<file path="config.mk">
export PLATFORM = sky130hd
export DESIGN_NAME = quad_encoder_hbridge_controller_unit_flat
export DESIGN_NICKNAME = d
export VERILOG_FILES = /design/src/qehc_pkg.sv /design/src/qehc_if.sv /design/src/qehc_ram.sv /design/src/quad_encoder_hbridge_controller_unit.sv /design/src/flat_wrapper.sv
export SDC_FILE = /design/constraint.sdc
export NUM_CORES = 1
export LEC_CHECK = 0
export BUFFER_PORTS_ARGS = -buffer_cell sky130_fd_sc_hd__buf_2
export CAP_MARGIN = 25
export CORE_MARGIN = 3
export CORE_UTILIZATION = 55
export DETAILED_ROUTE_END_ITERATION = 12
export PLACE_DENSITY_LB_ADDON = 0.12
export SYNTH_ARGS = -nofsm -noshare
export SYNTH_HDL_FRONTEND = slang
export SYNTH_HIERARCHICAL = 1
export SYNTH_SLANG_ARGS = --single-unit
</file>
<file path="constraint.sdc">
create_clock -name i_clk -period 8 [get_ports i_clk]
set_input_delay 0.4 -clock i_clk [delete_from_list [all_inputs] [get_ports i_clk]]
set_output_delay 0.4 -clock i_clk [all_outputs]
set_load 0.01 [all_outputs]
</file>
<file path="src/qehc_pkg.sv">
// ----------------------------------------------------------------------------
// qehc_pkg
// Shared types, constants and the quadrature step decoder for the
// four-channel encoder counter and bridge speed controller.
// ----------------------------------------------------------------------------
`default_nettype none

package qehc_pkg;

    localparam int CHANNELS_DEF   = 4;
    localparam int COUNT_BITS_DEF = 32;
    localparam int MAX_DUTY_DEF   = 255;

    localparam int OP_W     = 3;
    localparam int CH_W     = 2;
    localparam int REQ_W    = 16;
    localparam int POS_W    = 32;
    localparam int HELD_W   = 9;
    localparam int DUTY_W   = 8;
    localparam int STEP_W   = 2;

    typedef enum logic [OP_W-1:0] {
        OP_SAMPLE    = 3'd0,
        OP_SET_SPEED = 3'd1,
        OP_READ      = 3'd2,
        OP_CLEAR     = 3'd3,
        OP_CLEAR_ALL = 3'd4,
        OP_STOP_ALL  = 3'd5
    } t_op;

    typedef enum logic [STEP_W-1:0] {
        STEP_NONE = 2'd0,
        STEP_UP   = 2'd1,
        STEP_DOWN = 2'd2
    } t_step;

    typedef enum logic {
        ST_IDLE,
        ST_EXEC
    } t_state;

    // Code is {old A, old B, new A, new B}.
    function automatic t_step decode_step(input logic [3:0] code);
        t_step step;
        unique case (code)
            4'b1101, 4'b0100, 4'b0010, 4'b1011: step = STEP_UP;
            4'b1110, 4'b0111, 4'b0001, 4'b1000: step = STEP_DOWN;
            default:                            step = STEP_NONE;
        endcase
        return step;
    endfunction

endpackage

`default_nettype wire

</file>
<file path="src/qehc_if.sv">
// ----------------------------------------------------------------------------
// qehc channel interfaces
// Command channel and result channel, each with valid/ready handshake.
// ----------------------------------------------------------------------------
`default_nettype none

interface qehc_cmd_if
    import qehc_pkg::*;
();
    logic                     valid;
    logic                     ready;
    logic [OP_W-1:0]          operation;
    logic [CH_W-1:0]          channel;
    logic                     phase_a;
    logic                     phase_b;
    logic signed [REQ_W-1:0]  speed_request;

    modport source (output valid, operation, channel, phase_a, phase_b, speed_request,
                    input ready);
    modport sink   (input valid, operation, channel, phase_a, phase_b, speed_request,
                    output ready);
endinterface

interface qehc_res_if
    import qehc_pkg::*;
();
    logic                     valid;
    logic                     ready;
    logic [CH_W-1:0]          result_channel;
    logic signed [POS_W-1:0]  position;
    logic signed [HELD_W-1:0] held_speed;
    logic [DUTY_W-1:0]        forward_duty;
    logic [DUTY_W-1:0]        reverse_duty;
    logic [STEP_W-1:0]        step_taken;
    logic                     last;

    modport source (output valid, result_channel, position, held_speed, forward_duty,
                    reverse_duty, step_taken, last, input ready);
    modport sink   (input valid, result_channel, position, held_speed, forward_duty,
                    reverse_duty, step_taken, last, output ready);
endinterface

`default_nettype wire

</file>
<file path="src/qehc_ram.sv">
// ----------------------------------------------------------------------------
// qehc_ram
// Generic single-write, single-read RAM with a registered read port.
// ----------------------------------------------------------------------------
`default_nettype none

module qehc_ram #(
    parameter int WIDTH = 8,
    parameter int DEPTH = 4,
    parameter int AW    = (DEPTH > 1) ? $clog2(DEPTH) : 1
) (
    input  wire logic             i_clk,
    input  wire logic             i_we,
    input  wire logic [AW-1:0]    i_waddr,
    input  wire logic [WIDTH-1:0] i_wdata,
    input  wire logic             i_re,
    input  wire logic [AW-1:0]    i_raddr,
    output logic      [WIDTH-1:0] o_rdata
);

    logic [WIDTH-1:0] r_mem [DEPTH];
    logic [WIDTH-1:0] r_rdata;

    always_ff @(posedge i_clk) begin
        if (i_we) begin
            r_mem[i_waddr] <= i_wdata;
        end
        if (i_re) begin
            r_rdata <= r_mem[i_raddr];
        end
    end

    assign o_rdata = r_rdata;

endmodule

`default_nettype wire

</file>
<file path="src/quad_encoder_hbridge_controller_unit.sv">
// ----------------------------------------------------------------------------
// quad_encoder_hbridge_controller_unit
// Per-channel quadrature position counter and signed bridge speed store,
// kept in one RAM entry per channel and updated read-modify-write.
// ----------------------------------------------------------------------------
//  Port     | Dir | Carries
//  ---------+-----+---------------------------------------------------------
//  i_cmd    | in  | operation, channel, phase_a, phase_b, speed_request
//  o_res    | out | result_channel, position, held_speed, duties, step, last
//
// An addressed operation first reads the channel entry from RAM, then
// updates it, writes it back for sample and set-speed, and loads the result
// register. Stop-all reads channel 0 when accepted, then loads one result
// per channel, reading the next channel each time until the last.
// Unused operation codes and out-of-range channels are accepted and dropped.
// Reset marks every entry as zero through per-entry flags; no clearing pass.
// The update waits while the result register holds an untaken transaction.
// ----------------------------------------------------------------------------
`default_nettype none

module quad_encoder_hbridge_controller_unit
    import qehc_pkg::*;
#(
    parameter int CHANNELS   = CHANNELS_DEF,
    parameter int COUNT_BITS = COUNT_BITS_DEF,
    parameter int MAX_DUTY   = MAX_DUTY_DEF
) (
    input  wire logic  i_clk,
    input  wire logic  i_rst_n,
    qehc_cmd_if.sink   i_cmd,
    qehc_res_if.source o_res
);

    localparam int IDX_W   = (CHANNELS > 1) ? $clog2(CHANNELS) : 1;
    localparam int SPEED_W = $clog2(MAX_DUTY + 1) + 1;
    localparam int ENT_W   = COUNT_BITS + 2 + SPEED_W;
    localparam logic [IDX_W-1:0] LAST_IDX = IDX_W'(CHANNELS - 1);
    localparam int signed MAXD = MAX_DUTY;

    // Control state
    t_state              r_state, n_state;
    t_op                 r_op;
    logic [IDX_W-1:0]    r_idx, n_idx;
    logic [1:0]          r_phase_new;
    logic signed [REQ_W-1:0] r_req;

    // Per-entry zero flags: a set flag overrides the field stored in RAM.
    logic [CHANNELS-1:0] r_cnt_clr;
    logic [CHANNELS-1:0] r_ph_clr;
    logic [CHANNELS-1:0] r_spd_clr;

    // Result register
    logic                     r_out_valid;
    logic [CH_W-1:0]          r_out_ch;
    logic signed [POS_W-1:0]  r_out_pos;
    logic signed [HELD_W-1:0] r_out_held;
    logic [DUTY_W-1:0]        r_out_fwd;
    logic [DUTY_W-1:0]        r_out_rev;
    logic [STEP_W-1:0]        r_out_step;
    logic                     r_out_last;

    // RAM port
    logic               ram_we, ram_re;
    logic [IDX_W-1:0]   ram_raddr;
    logic [ENT_W-1:0]   ram_wdata, ram_rdata;

    // Decoded command
    t_op              in_op;
    logic             in_fire;
    logic             in_ch_ok;
    logic [IDX_W-1:0] in_idx;

    // Update datapath
    logic [COUNT_BITS-1:0]     cur_cnt, new_cnt;
    logic [1:0]                cur_ph, new_ph;
    logic signed [SPEED_W-1:0] cur_spd, new_spd, clamp_spd;
    t_step                     step;
    logic signed [31:0]        req32, spd32, fwd32, rev32;
    logic [63:0]               cnt64;
    logic [31:0]               idx32;

    logic out_free, load_out;
    logic set_cnt_clr_all, set_spd_clr_all, set_cnt_clr_one, clr_flags_one;

    assign in_op    = t_op'(i_cmd.operation);
    assign in_fire  = i_cmd.valid && i_cmd.ready;
    assign in_ch_ok = {30'd0, i_cmd.channel} < 32'(CHANNELS);
    assign in_idx   = IDX_W'(i_cmd.channel);
    assign i_cmd.ready = (r_state == ST_IDLE);

    assign out_free = !r_out_valid || o_res.ready;

    qehc_ram #(
        .WIDTH (ENT_W),
        .DEPTH (CHANNELS),
        .AW    (IDX_W)
    ) u_state_ram (
        .i_clk   (i_clk),
        .i_we    (ram_we),
        .i_waddr (r_idx),
        .i_wdata (ram_wdata),
        .i_re    (ram_re),
        .i_raddr (ram_raddr),
        .o_rdata (ram_rdata)
    );

    // Effective entry contents after the zero flags.
    always_comb begin
        cur_cnt = r_cnt_clr[r_idx] ? '0 : ram_rdata[ENT_W-1 -: COUNT_BITS];
        cur_ph  = r_ph_clr[r_idx]  ? '0 : ram_rdata[SPEED_W +: 2];
        cur_spd = r_spd_clr[r_idx] ? '0 : $signed(ram_rdata[SPEED_W-1:0]);
    end

    always_comb begin
        req32 = 32'(r_req);
        if (req32 > MAXD) begin
            clamp_spd = SPEED_W'(MAXD);
        end else if (req32 < -MAXD) begin
            clamp_spd = SPEED_W'(-MAXD);
        end else begin
            clamp_spd = SPEED_W'(req32);
        end
    end

    always_comb begin
        n_state         = r_state;
        n_idx           = r_idx;
        ram_re          = 1'b0;
        ram_raddr       = in_idx;
        ram_we          = 1'b0;
        load_out        = 1'b0;
        set_cnt_clr_all = 1'b0;
        set_spd_clr_all = 1'b0;
        set_cnt_clr_one = 1'b0;
        clr_flags_one   = 1'b0;
        new_cnt         = cur_cnt;
        new_ph          = cur_ph;
        new_spd         = cur_spd;
        step            = STEP_NONE;

        // The datapath values are evaluated every cycle; writes are gated below.
        unique case (r_op)
            OP_SAMPLE: begin
                step   = decode_step({cur_ph, r_phase_new});
                new_ph = r_phase_new;
                if (step == STEP_UP) begin
                    new_cnt = cur_cnt + COUNT_BITS'(1);
                end else if (step == STEP_DOWN) begin
                    new_cnt = cur_cnt - COUNT_BITS'(1);
                end
            end
            OP_SET_SPEED: new_spd = clamp_spd;
            OP_CLEAR:     new_cnt = '0;
            OP_CLEAR_ALL: new_cnt = '0;
            OP_STOP_ALL:  new_spd = '0;
            default: ;
        endcase

        unique case (r_state)
            ST_IDLE: begin
                if (in_fire) begin
                    if (in_op == OP_STOP_ALL) begin
                        set_spd_clr_all = 1'b1;
                        ram_re          = 1'b1;
                        ram_raddr       = '0;
                        n_idx           = '0;
                        n_state         = ST_EXEC;
                    end else if (i_cmd.operation < OP_STOP_ALL && in_ch_ok) begin
                        ram_re  = 1'b1;
                        n_idx   = in_idx;
                        n_state = ST_EXEC;
                    end
                end
            end
            ST_EXEC: begin
                if (out_free) begin
                    load_out = 1'b1;
                    unique case (r_op)
                        OP_SAMPLE, OP_SET_SPEED: begin
                            ram_we        = 1'b1;
                            clr_flags_one = 1'b1;
                        end
                        OP_CLEAR:     set_cnt_clr_one = 1'b1;
                        OP_CLEAR_ALL: set_cnt_clr_all = 1'b1;
                        default: ;
                    endcase
                    if (r_op == OP_STOP_ALL && r_idx != LAST_IDX) begin
                        ram_re    = 1'b1;
                        ram_raddr = r_idx + IDX_W'(1);
                        n_idx     = r_idx + IDX_W'(1);
                    end else begin
                        n_state = ST_IDLE;
                    end
                end
            end
            default: n_state = ST_IDLE;
        endcase
    end

    assign ram_wdata = {new_cnt, new_ph, new_spd};

    // Result fields
    always_comb begin
        spd32 = 32'(new_spd);
        fwd32 = (spd32 > 0) ? spd32 : 32'sd0;
        rev32 = (spd32 < 0) ? -spd32 : 32'sd0;
        cnt64 = 64'(new_cnt);
        idx32 = 32'(r_idx);
    end

    always_ff @(posedge i_clk) begin
        if (!i_rst_n) begin
            r_state     <= ST_IDLE;
            r_op        <= OP_READ;
            r_idx       <= '0;
            r_cnt_clr   <= '1;
            r_ph_clr    <= '1;
            r_spd_clr   <= '1;
            r_out_valid <= 1'b0;
        end else begin
            r_state <= n_state;
            r_idx   <= n_idx;
            if (in_fire) begin
                r_op <= in_op;
            end
            if (set_spd_clr_all) begin
                r_spd_clr <= '1;
            end
            if (set_cnt_clr_all) begin
                r_cnt_clr <= '1;
            end
            if (set_cnt_clr_one) begin
                r_cnt_clr[r_idx] <= 1'b1;
            end
            if (clr_flags_one) begin
                r_cnt_clr[r_idx] <= 1'b0;
                r_ph_clr[r_idx]  <= 1'b0;
                r_spd_clr[r_idx] <= 1'b0;
            end
            if (load_out) begin
                r_out_valid <= 1'b1;
            end else if (o_res.ready) begin
                r_out_valid <= 1'b0;
            end
        end
    end

    // Payload registers
    always_ff @(posedge i_clk) begin
        if (in_fire) begin
            r_phase_new <= {i_cmd.phase_a, i_cmd.phase_b};
            r_req       <= i_cmd.speed_request;
        end
        if (load_out) begin
            r_out_ch   <= idx32[CH_W-1:0];
            r_out_pos  <= cnt64[POS_W-1:0];
            r_out_held <= spd32[HELD_W-1:0];
            r_out_fwd  <= fwd32[DUTY_W-1:0];
            r_out_rev  <= rev32[DUTY_W-1:0];
            r_out_step <= step;
            r_out_last <= (r_op != OP_STOP_ALL) || (r_idx == LAST_IDX);
        end
    end

    assign o_res.valid          = r_out_valid;
    assign o_res.result_channel = r_out_ch;
    assign o_res.position       = r_out_pos;
    assign o_res.held_speed     = r_out_held;
    assign o_res.forward_duty   = r_out_fwd;
    assign o_res.reverse_duty   = r_out_rev;
    assign o_res.step_taken     = r_out_step;
    assign o_res.last           = r_out_last;

endmodule

`default_nettype wire
</file>
<file path="src/flat_wrapper.sv">
// flat-port wrapper written by rule: the top's interface ports become plain ports
module quad_encoder_hbridge_controller_unit_flat import qehc_pkg::*;
#(
    parameter int CHANNELS   = CHANNELS_DEF,
    parameter int COUNT_BITS = COUNT_BITS_DEF,
    parameter int MAX_DUTY   = MAX_DUTY_DEF
)
  (i_clk, i_rst_n, i_cmd_valid, i_cmd_operation, i_cmd_channel, i_cmd_phase_a, i_cmd_phase_b, i_cmd_speed_request, i_cmd_ready, o_res_valid, o_res_result_channel, o_res_position, o_res_held_speed, o_res_forward_duty, o_res_reverse_duty, o_res_step_taken, o_res_last, o_res_ready);
  qehc_cmd_if i_cmd_i ();
  qehc_res_if o_res_i ();
  input  wire logic i_clk;
  input  wire logic i_rst_n;
  input wire logic [$bits(i_cmd_i.valid)-1:0] i_cmd_valid;
  input wire logic [$bits(i_cmd_i.operation)-1:0] i_cmd_operation;
  input wire logic [$bits(i_cmd_i.channel)-1:0] i_cmd_channel;
  input wire logic [$bits(i_cmd_i.phase_a)-1:0] i_cmd_phase_a;
  input wire logic [$bits(i_cmd_i.phase_b)-1:0] i_cmd_phase_b;
  input wire logic [$bits(i_cmd_i.speed_request)-1:0] i_cmd_speed_request;
  output wire logic [$bits(i_cmd_i.ready)-1:0] i_cmd_ready;
  output wire logic [$bits(o_res_i.valid)-1:0] o_res_valid;
  output wire logic [$bits(o_res_i.result_channel)-1:0] o_res_result_channel;
  output wire logic [$bits(o_res_i.position)-1:0] o_res_position;
  output wire logic [$bits(o_res_i.held_speed)-1:0] o_res_held_speed;
  output wire logic [$bits(o_res_i.forward_duty)-1:0] o_res_forward_duty;
  output wire logic [$bits(o_res_i.reverse_duty)-1:0] o_res_reverse_duty;
  output wire logic [$bits(o_res_i.step_taken)-1:0] o_res_step_taken;
  output wire logic [$bits(o_res_i.last)-1:0] o_res_last;
  input wire logic [$bits(o_res_i.ready)-1:0] o_res_ready;
  assign i_cmd_i.valid = i_cmd_valid;
  assign i_cmd_i.operation = i_cmd_operation;
  assign i_cmd_i.channel = i_cmd_channel;
  assign i_cmd_i.phase_a = i_cmd_phase_a;
  assign i_cmd_i.phase_b = i_cmd_phase_b;
  assign i_cmd_i.speed_request = i_cmd_speed_request;
  assign i_cmd_ready = i_cmd_i.ready;
  assign o_res_valid = o_res_i.valid;
  assign o_res_result_channel = o_res_i.result_channel;
  assign o_res_position = o_res_i.position;
  assign o_res_held_speed = o_res_i.held_speed;
  assign o_res_forward_duty = o_res_i.forward_duty;
  assign o_res_reverse_duty = o_res_i.reverse_duty;
  assign o_res_step_taken = o_res_i.step_taken;
  assign o_res_last = o_res_i.last;
  assign o_res_i.ready = o_res_ready;
  quad_encoder_hbridge_controller_unit #(.CHANNELS(CHANNELS), .COUNT_BITS(COUNT_BITS), .MAX_DUTY(MAX_DUTY)) u_core (.i_clk(i_clk), .i_rst_n(i_rst_n), .i_cmd(i_cmd_i), .o_res(o_res_i));
endmodule
</file>
=== After elaboration in Yosys (flattened, before gate mapping) ===
Memory sizes are Yosys's and may differ from the RTL's. A register that Yosys moved wholly into a read port is not among the register bits.
Cells that the tools add are included.

* Output and inout port bits: 64
* Memories: 2
* Word-level logic and storage cells: 124
* Flip-flop bits (word level): 99
* RAM bits: 172
* ROM bits: 32
* Latch bits: 0

{| class="wikitable"
|+ Memory list
! memory !! depth !! bits a word !! read ports !! clocked after memory_dff !! write ports !! RTL line !! source
|-
| u_core.u_state_ram.r_mem || 4 || 43 || 1 || 1 || 1 || qehc_ram.sv:21 || <nowiki>logic [WIDTH-1:0] r_mem [DEPTH];</nowiki>
|-
| (no name shown) || 16 || 2 || 1 || 0 || 0 || qehc_pkg.sv:45 || <nowiki>unique case (code)</nowiki>
|}

* Eq/ne operators: 14
* $add $sub $neg: 4
* Multipliers: 0
* Magnitude comparators: 7
* Shifts and indexed selects: 0
* Mux-type cells: 64
* Divide/modulo/power cells: 0
* Reduce and logical (&&, ||, !) cells: 11
* Bitwise logic cells: 6

{| class="wikitable"
|+ Operator list
! kind !! count
|-
| $mux 32 || 3
|-
| $pmux 32 s2 || 1
|-
| $add 32x1->32 const B || 1
|-
| $mux 4 || 8
|-
| $sub 32x1->32 const B || 1
|-
| $mux 1 || 28
|-
| $mux 9 || 3
|-
| $mux 2 || 12
|-
| $pmux 9 s2 || 1
|-
| $gt 16x9->1 const B || 1
|-
| $lt 16x9->1 const B || 1
|-
| $and 4x4->4 || 3
|-
| $eq 3x3->1 const B || 3
|-
| $gt 9x1->1 const B || 1
|-
| $lt 9x1->1 const B || 1
|-
| $ne 2x2->1 const B || 4
|-
| $neg 8->8 || 1
|-
| $pmux 2 s2 || 2
|-
| $bmux 1 s2 || 3
|-
| $ne 3x3->1 const B || 2
|-
| $eq 2x2->1 const B || 2
|-
| $not 4->4 || 1
|-
| $or 4x4->4 || 1
|-
| $pmux 1 s2 || 2
|-
| other kinds (16) || 20
|}

=== Depth between registers and ports, before layout ===
* Depth in word-level cells: 11
* Depth in mapped cells: 15
* Gate-level depth less buffers: 11

=== Modules after synthesis ===
Netlist, hierarchy kept.

{| class="wikitable"
|+ Modules (own cells, without submodules)
! module !! cells each !! instances !! sequential area each (µm²) !! area each (µm²)
|-
| qehc_ram || 272 || 1 || 6456.2 || 7582.3
|-
| quad_encoder_hbridge_controller_unit || 612 || 1 || 2782.7 || 5830.6
|}

=== Worst setup path after synthesis ===
Ideal clock, no wire load.

* Path kind: input to register
* Start: input port o_res_ready
* End: memory u_core/u_state_ram/r_mem[0][0] in the netlist's numbering (enable)
* Setup time: 0.506 ns
* Stages on the path: 4
* Path buffers: 0
* Required time: 7.494 ns
* Slack: 3.224 ns
* Data arrival time: 4.270 ns
* Cells stage by stage: nand2b_1 > nand2_1 > nor3_1 > nor3b_1

* Longest elaborated chain between the ends: 5

{| class="wikitable"
|+ Ends and longest elaborated chain
! item !! RTL line !! source
|-
| start, declared || flat_wrapper.sv:28 || <nowiki>input wire logic [$bits(o_res_i.ready)-1:0] o_res_ready;</nowiki>
|-
| $logic_or 1x1->1 || quad_encoder_hbridge_controller_unit.sv:91 || <nowiki>assign out_free = !r_out_valid || o_res.ready;</nowiki>
|-
| $mux 1 (2 in a row) || -- ||
|-
| net u_core.clr_flags_one || quad_encoder_hbridge_controller_unit.sv:83 || <nowiki>logic set_cnt_clr_all, set_spd_clr_all, set_cnt_clr_one, clr_flags_one;</nowiki>
|-
| $mux 1 || qehc_ram.sv:25 || <nowiki>if (i_we) begin</nowiki>
|-
| $mux 1 (not written as such) || qehc_ram.sv:26 || <nowiki>r_mem[i_waddr] <= i_wdata;</nowiki>
|-
| end, declared || qehc_ram.sv:21 ||
|}

The timed path passes the listed nets, and every way through them passes these cells.

=== Worst setup path in the final report ===
* Start: register u_core.r_idx[1]
* End: memory u_core/u_state_ram/r_mem[1][37] in the netlist's numbering (data pin)

* Longest elaborated chain between the ends: 9

{| class="wikitable"
|+ Ends and longest elaborated chain
! item !! RTL line !! source
|-
| start, declared || quad_encoder_hbridge_controller_unit.sv:43 || <nowiki>logic [IDX_W-1:0] r_idx, n_idx;</nowiki>
|-
| start signal, assigned || quad_encoder_hbridge_controller_unit.sv:222 || <nowiki>r_idx <= n_idx;</nowiki>
|-
| parallel branches: the longest is 8 deep, another holds $sub 32x1->32 || -- ||
|-
| $pmux 32 s2 * || quad_encoder_hbridge_controller_unit.sv:142 || <nowiki>unique case (r_op)</nowiki>
|-
| net u_core.new_cnt[26] || quad_encoder_hbridge_controller_unit.sv:74 || <nowiki>logic [COUNT_BITS-1:0] cur_cnt, new_cnt;</nowiki>
|}

Mark *: on every way through the listed nets, which the timed path passes. The select of a mux whose other input is x is not followed.

==> impl_metrics.toml <==
[status]
status = "finished clean"

[critical_path]
reg2reg_depth = 12
reg2reg_to = "u_core/u_state_ram/r_mem[1][37]"
critPathSlowestCell = "dfxtp_1"
path_cells = "mux2i_1, mux2_2, buf_4, nand2_1, inv_1, ha_1, and3_1, and3_1, nand4b_1, a21oi_1, mux2i_1, o21ai_0"
critPathMaxStageDelay_ps = 730
worstSetupEndpoint = "u_core/u_state_ram/r_mem[1][37]"
r2r-start = "u_core/r_idx[1]"
path_max_fanout = 60
crit_start = "u_core/r_idx[1]"
r2r_slack_ps = 4190
crit_required_ps = 8260
worst-path-stages = 12
worstSetupPathType = "reg2reg"
cp_num_buf_inv = 2
endpoint_kind = "flip-flop"
critPathTopFamily = "simple AND/OR/NAND/NOR gates"
start_kind = "flip-flop"
critPathArrivalTime_ps = 4070

[yosys]
synth_edf_count = 295
synth_top_area_share_pct = 66.0
syn_area_mm2 = 0.0134
synth_top_area_cell = "edfxtp_1"
synth_area_leaders = "edfxtp_1 66%, mux4_2 6.9%, dfxtp_1 2.8%, nand2_1 2.7%, nor2_1 1.6%"
ys_warn_count = 6
syn-num-nets = 918
synth_flop_cell = "edfxtp_1"
yosysSeqAreaShare_pct = 68.9
synth_cells = 884
ys_seq_elements = 314
synth.lib_cells_used.distinct = 79
async_flop_share_pct = 0
avgSynthCellArea_um2 = 15.2

[grt]
grt_use_met3_pct = 3.03
top_usage_layer = "met2"
grt_pass1_vias = 7856
use_met2_pct = 34.7
grt_max_degree = 61
grt_pass1_wl_um = 44400
antenna_found_initial = 1
gr-total-overflow = 0
grt_usage_pct = 21.5
grt_use_met1_pct = 31.8

[pwr]
power_mw = 3.70
peakVddDrop_uv = 188
power_leakage_nw = 5.32
power_density_mw_per_mm2 = 241

[layout]
final_cell_mix = "295 x edfxtp_1, 98 x nand2_1, 90 x buf_2, 56 x nor2_1, 41 x mux4_2"
num-fill-cells = 1719
fin_area_mm2 = 0.0153
diodes = 0
area_growth_syn_to_layout_pct = 14.3
mostFrequentLayoutCell = "edfxtp_1"
nNetsFinal = 1021
final_layout_size_suffix_gt1_share_pct = 22.1

[floorplan]
die_y_um = 162
dieWidth_um = 162
rows = 56
num_io_pins = 91
initial_utilization_pct = 56.5
core_mm2 = 0.0238
die_area_mm2 = 0.0263

[sta]
maxSlewViolCount = 0
timing.hold.ws_ps = 19.0
rsz0062_at_grt = "no"
worst_pin_slew_ps = 946
fin_setup_tns_ps = 0
period_share_pct = 47.6
setup_viol = 0
fmaxAchievable_ghz = 0.262
hold_violations = 0
fin_crit_ps = 3810
skew_ps = 26.6
slew_headroom_pct = 35.6

[clocking]
cts_inserted_buffers = 31
h-tree-depth = 1
insertion_delay_ps = 560
cts_resized = 0
root_buffer = "clkbuf_16"
clock_path_buffers = 3
cts.sinks = 314
cts_tree = "yes"
clk_pin_slew_ps = 60

[place]
dp_hpwl_um = 16700
portBuffers = 90
place_congestion = 0.879
dpl_cell_area_mm2 = 0.0141

[flow_run]
maxCapViolCount = 0

[routing]
dr.first_iter.drc_count = 758
vias_per_cell = 6.04
wl_um = 27800
drc_errors = 0
antenna_left = 0
wire_per_inst_um = 20.9
drt-pass1-iter-count = 5
routed-via-count = 8045

[min_path]
holdCritPathClass = "in2reg"
[timing repair]
| item | 4_1_cts | 5_1_grt |
|---|---|---|
| endpoints found under the hold margin | 9 | 0 |
| buffers inserted | 0 | 0 |
| hold buffers | 9 | 0 |
[state kept, by name (all words and copies together) (netlist names), 3 cells and up]
register and flops:
u_core/o_res.position 32, u_core/r_ph_clr 4, u_core/r_spd_clr 4, u_core/o_res.held_speed 9
u_core/r_cnt_clr 4, u_core/u_state_ram/r_mem 172, u_core/o_res.forward_duty 8, u_core/o_res.reverse_duty 8
u_core/u_state_ram/o_rdata 43, u_core/r_req 16, u_core/r_op 3
[per-stage QoR]
| stage | cells | setup slack, ps | utilization [%] |
|---|---|---|---|
| finish | 1331 | 4190 | 64.5 |
| global route | 1331 | 3840 | 64.5 |
| CTS | 1328 | 4250 | 64.4 |
| detailed placement | 1261 | 4260 | 59.4 |
| global placement | 1261 | 4380 | 59.4 |
| floorplan | 884 | 3220 | - |
[worst register-to-register path: cells and delay by family, from the launching register on]
family,cells,cell delay (ps)
buffers and inverters,2,590
AOI/OAI and AO/OA,2,460
and+or+nand+nor,4,940
DFF,1,730
adders and majority gates,1,170
muxes,3,620
[power by group]
group / total, mW / switching, mW / internal, mW
sequential: 1.90 / 0.0463 / 1.85
combinational: 0.267 / 0.158 / 0.108
clock: 1.53 / 0.583 / 0.946
total: 3.70 / 0.788 / 2.91
[cells by family (layout without fill, tap and decap cells)]
group	Yosys count	after routing	share of synthesized area [%]
flops	314	314	68.9
buf+inv	61	189	2.67
simple gates	264	264	9.68
compound gates	169	169	8.61
xor+xnor	8	8	0.522
mux	61	61	8.98
fa+ha+maj	7	7	0.653
[worst min-delay path by stage]
stage / startpoint / slack [ps] / cells after the start / to
floorplan: u_core/r_ph_clr[0] / 420 / 2 / u_core/r_ph_clr[0]
global placement: u_core/r_ph_clr[2] / 430 / 2 / u_core/r_ph_clr[2]
detailed placement: u_core/r_ph_clr[0] / 450 / 2 / u_core/r_ph_clr[0]
CTS: i_cmd_speed_request[1] / 0.7 / 1 / u_core/r_req[1]
global route: i_cmd_speed_request[13] / 2 / 1 / u_core/r_req[13]
finish: i_cmd_speed_request[13] / 20 / 1 / u_core/r_req[13]
[routing by layer]
metal / part of all wire, % / up-vias
li1: - / 3715
met1: 44 / 4026
met2: 48 / 259
met3: 5.6 / 43
met4: 2.2 / 2
met5: 0.047 / -
[Yosys cell counts (4+ instances only)]
library cell,instances
or2_2,5
or4_1,4
ha_1,7
a31oi_1,8
o211ai_1,8
and3_1,10
a21oi_1,36
nor3_1,15
buf_6,5
a22oi_1,4
and2_1,9
a41oi_1,9
buf_2,6
a211o_1,7
mux4_1,4
edfxtp_1,295
a211oi_1,4
dfxtp_1,19
nand4_1,9
clkbuf_1,26
buf_12,4
xnor2_1,6
or3_1,5
mux4_2,41
nor2_1,56
o22ai_1,18
mux2i_1,12
o21a_1,8
nand3_1,21
nor4_1,5
nand2_1,98
o21ai_0,29
inv_1,16
[area by class of cell]
cell class,instances,area (µm²),area share (%)
Clock inverter,17,234,1.53
Sequential cell,314,9240,60.3
Inverter,16,60.1,0.392
Clock buffer,41,863,5.63
Timing Repair Buffer,115,663,4.33
Multi-Input combinational cell,509,3870,25.3
Tap cell,319,399,2.60
Note: power is estimated with default switching activity, not from simulation.
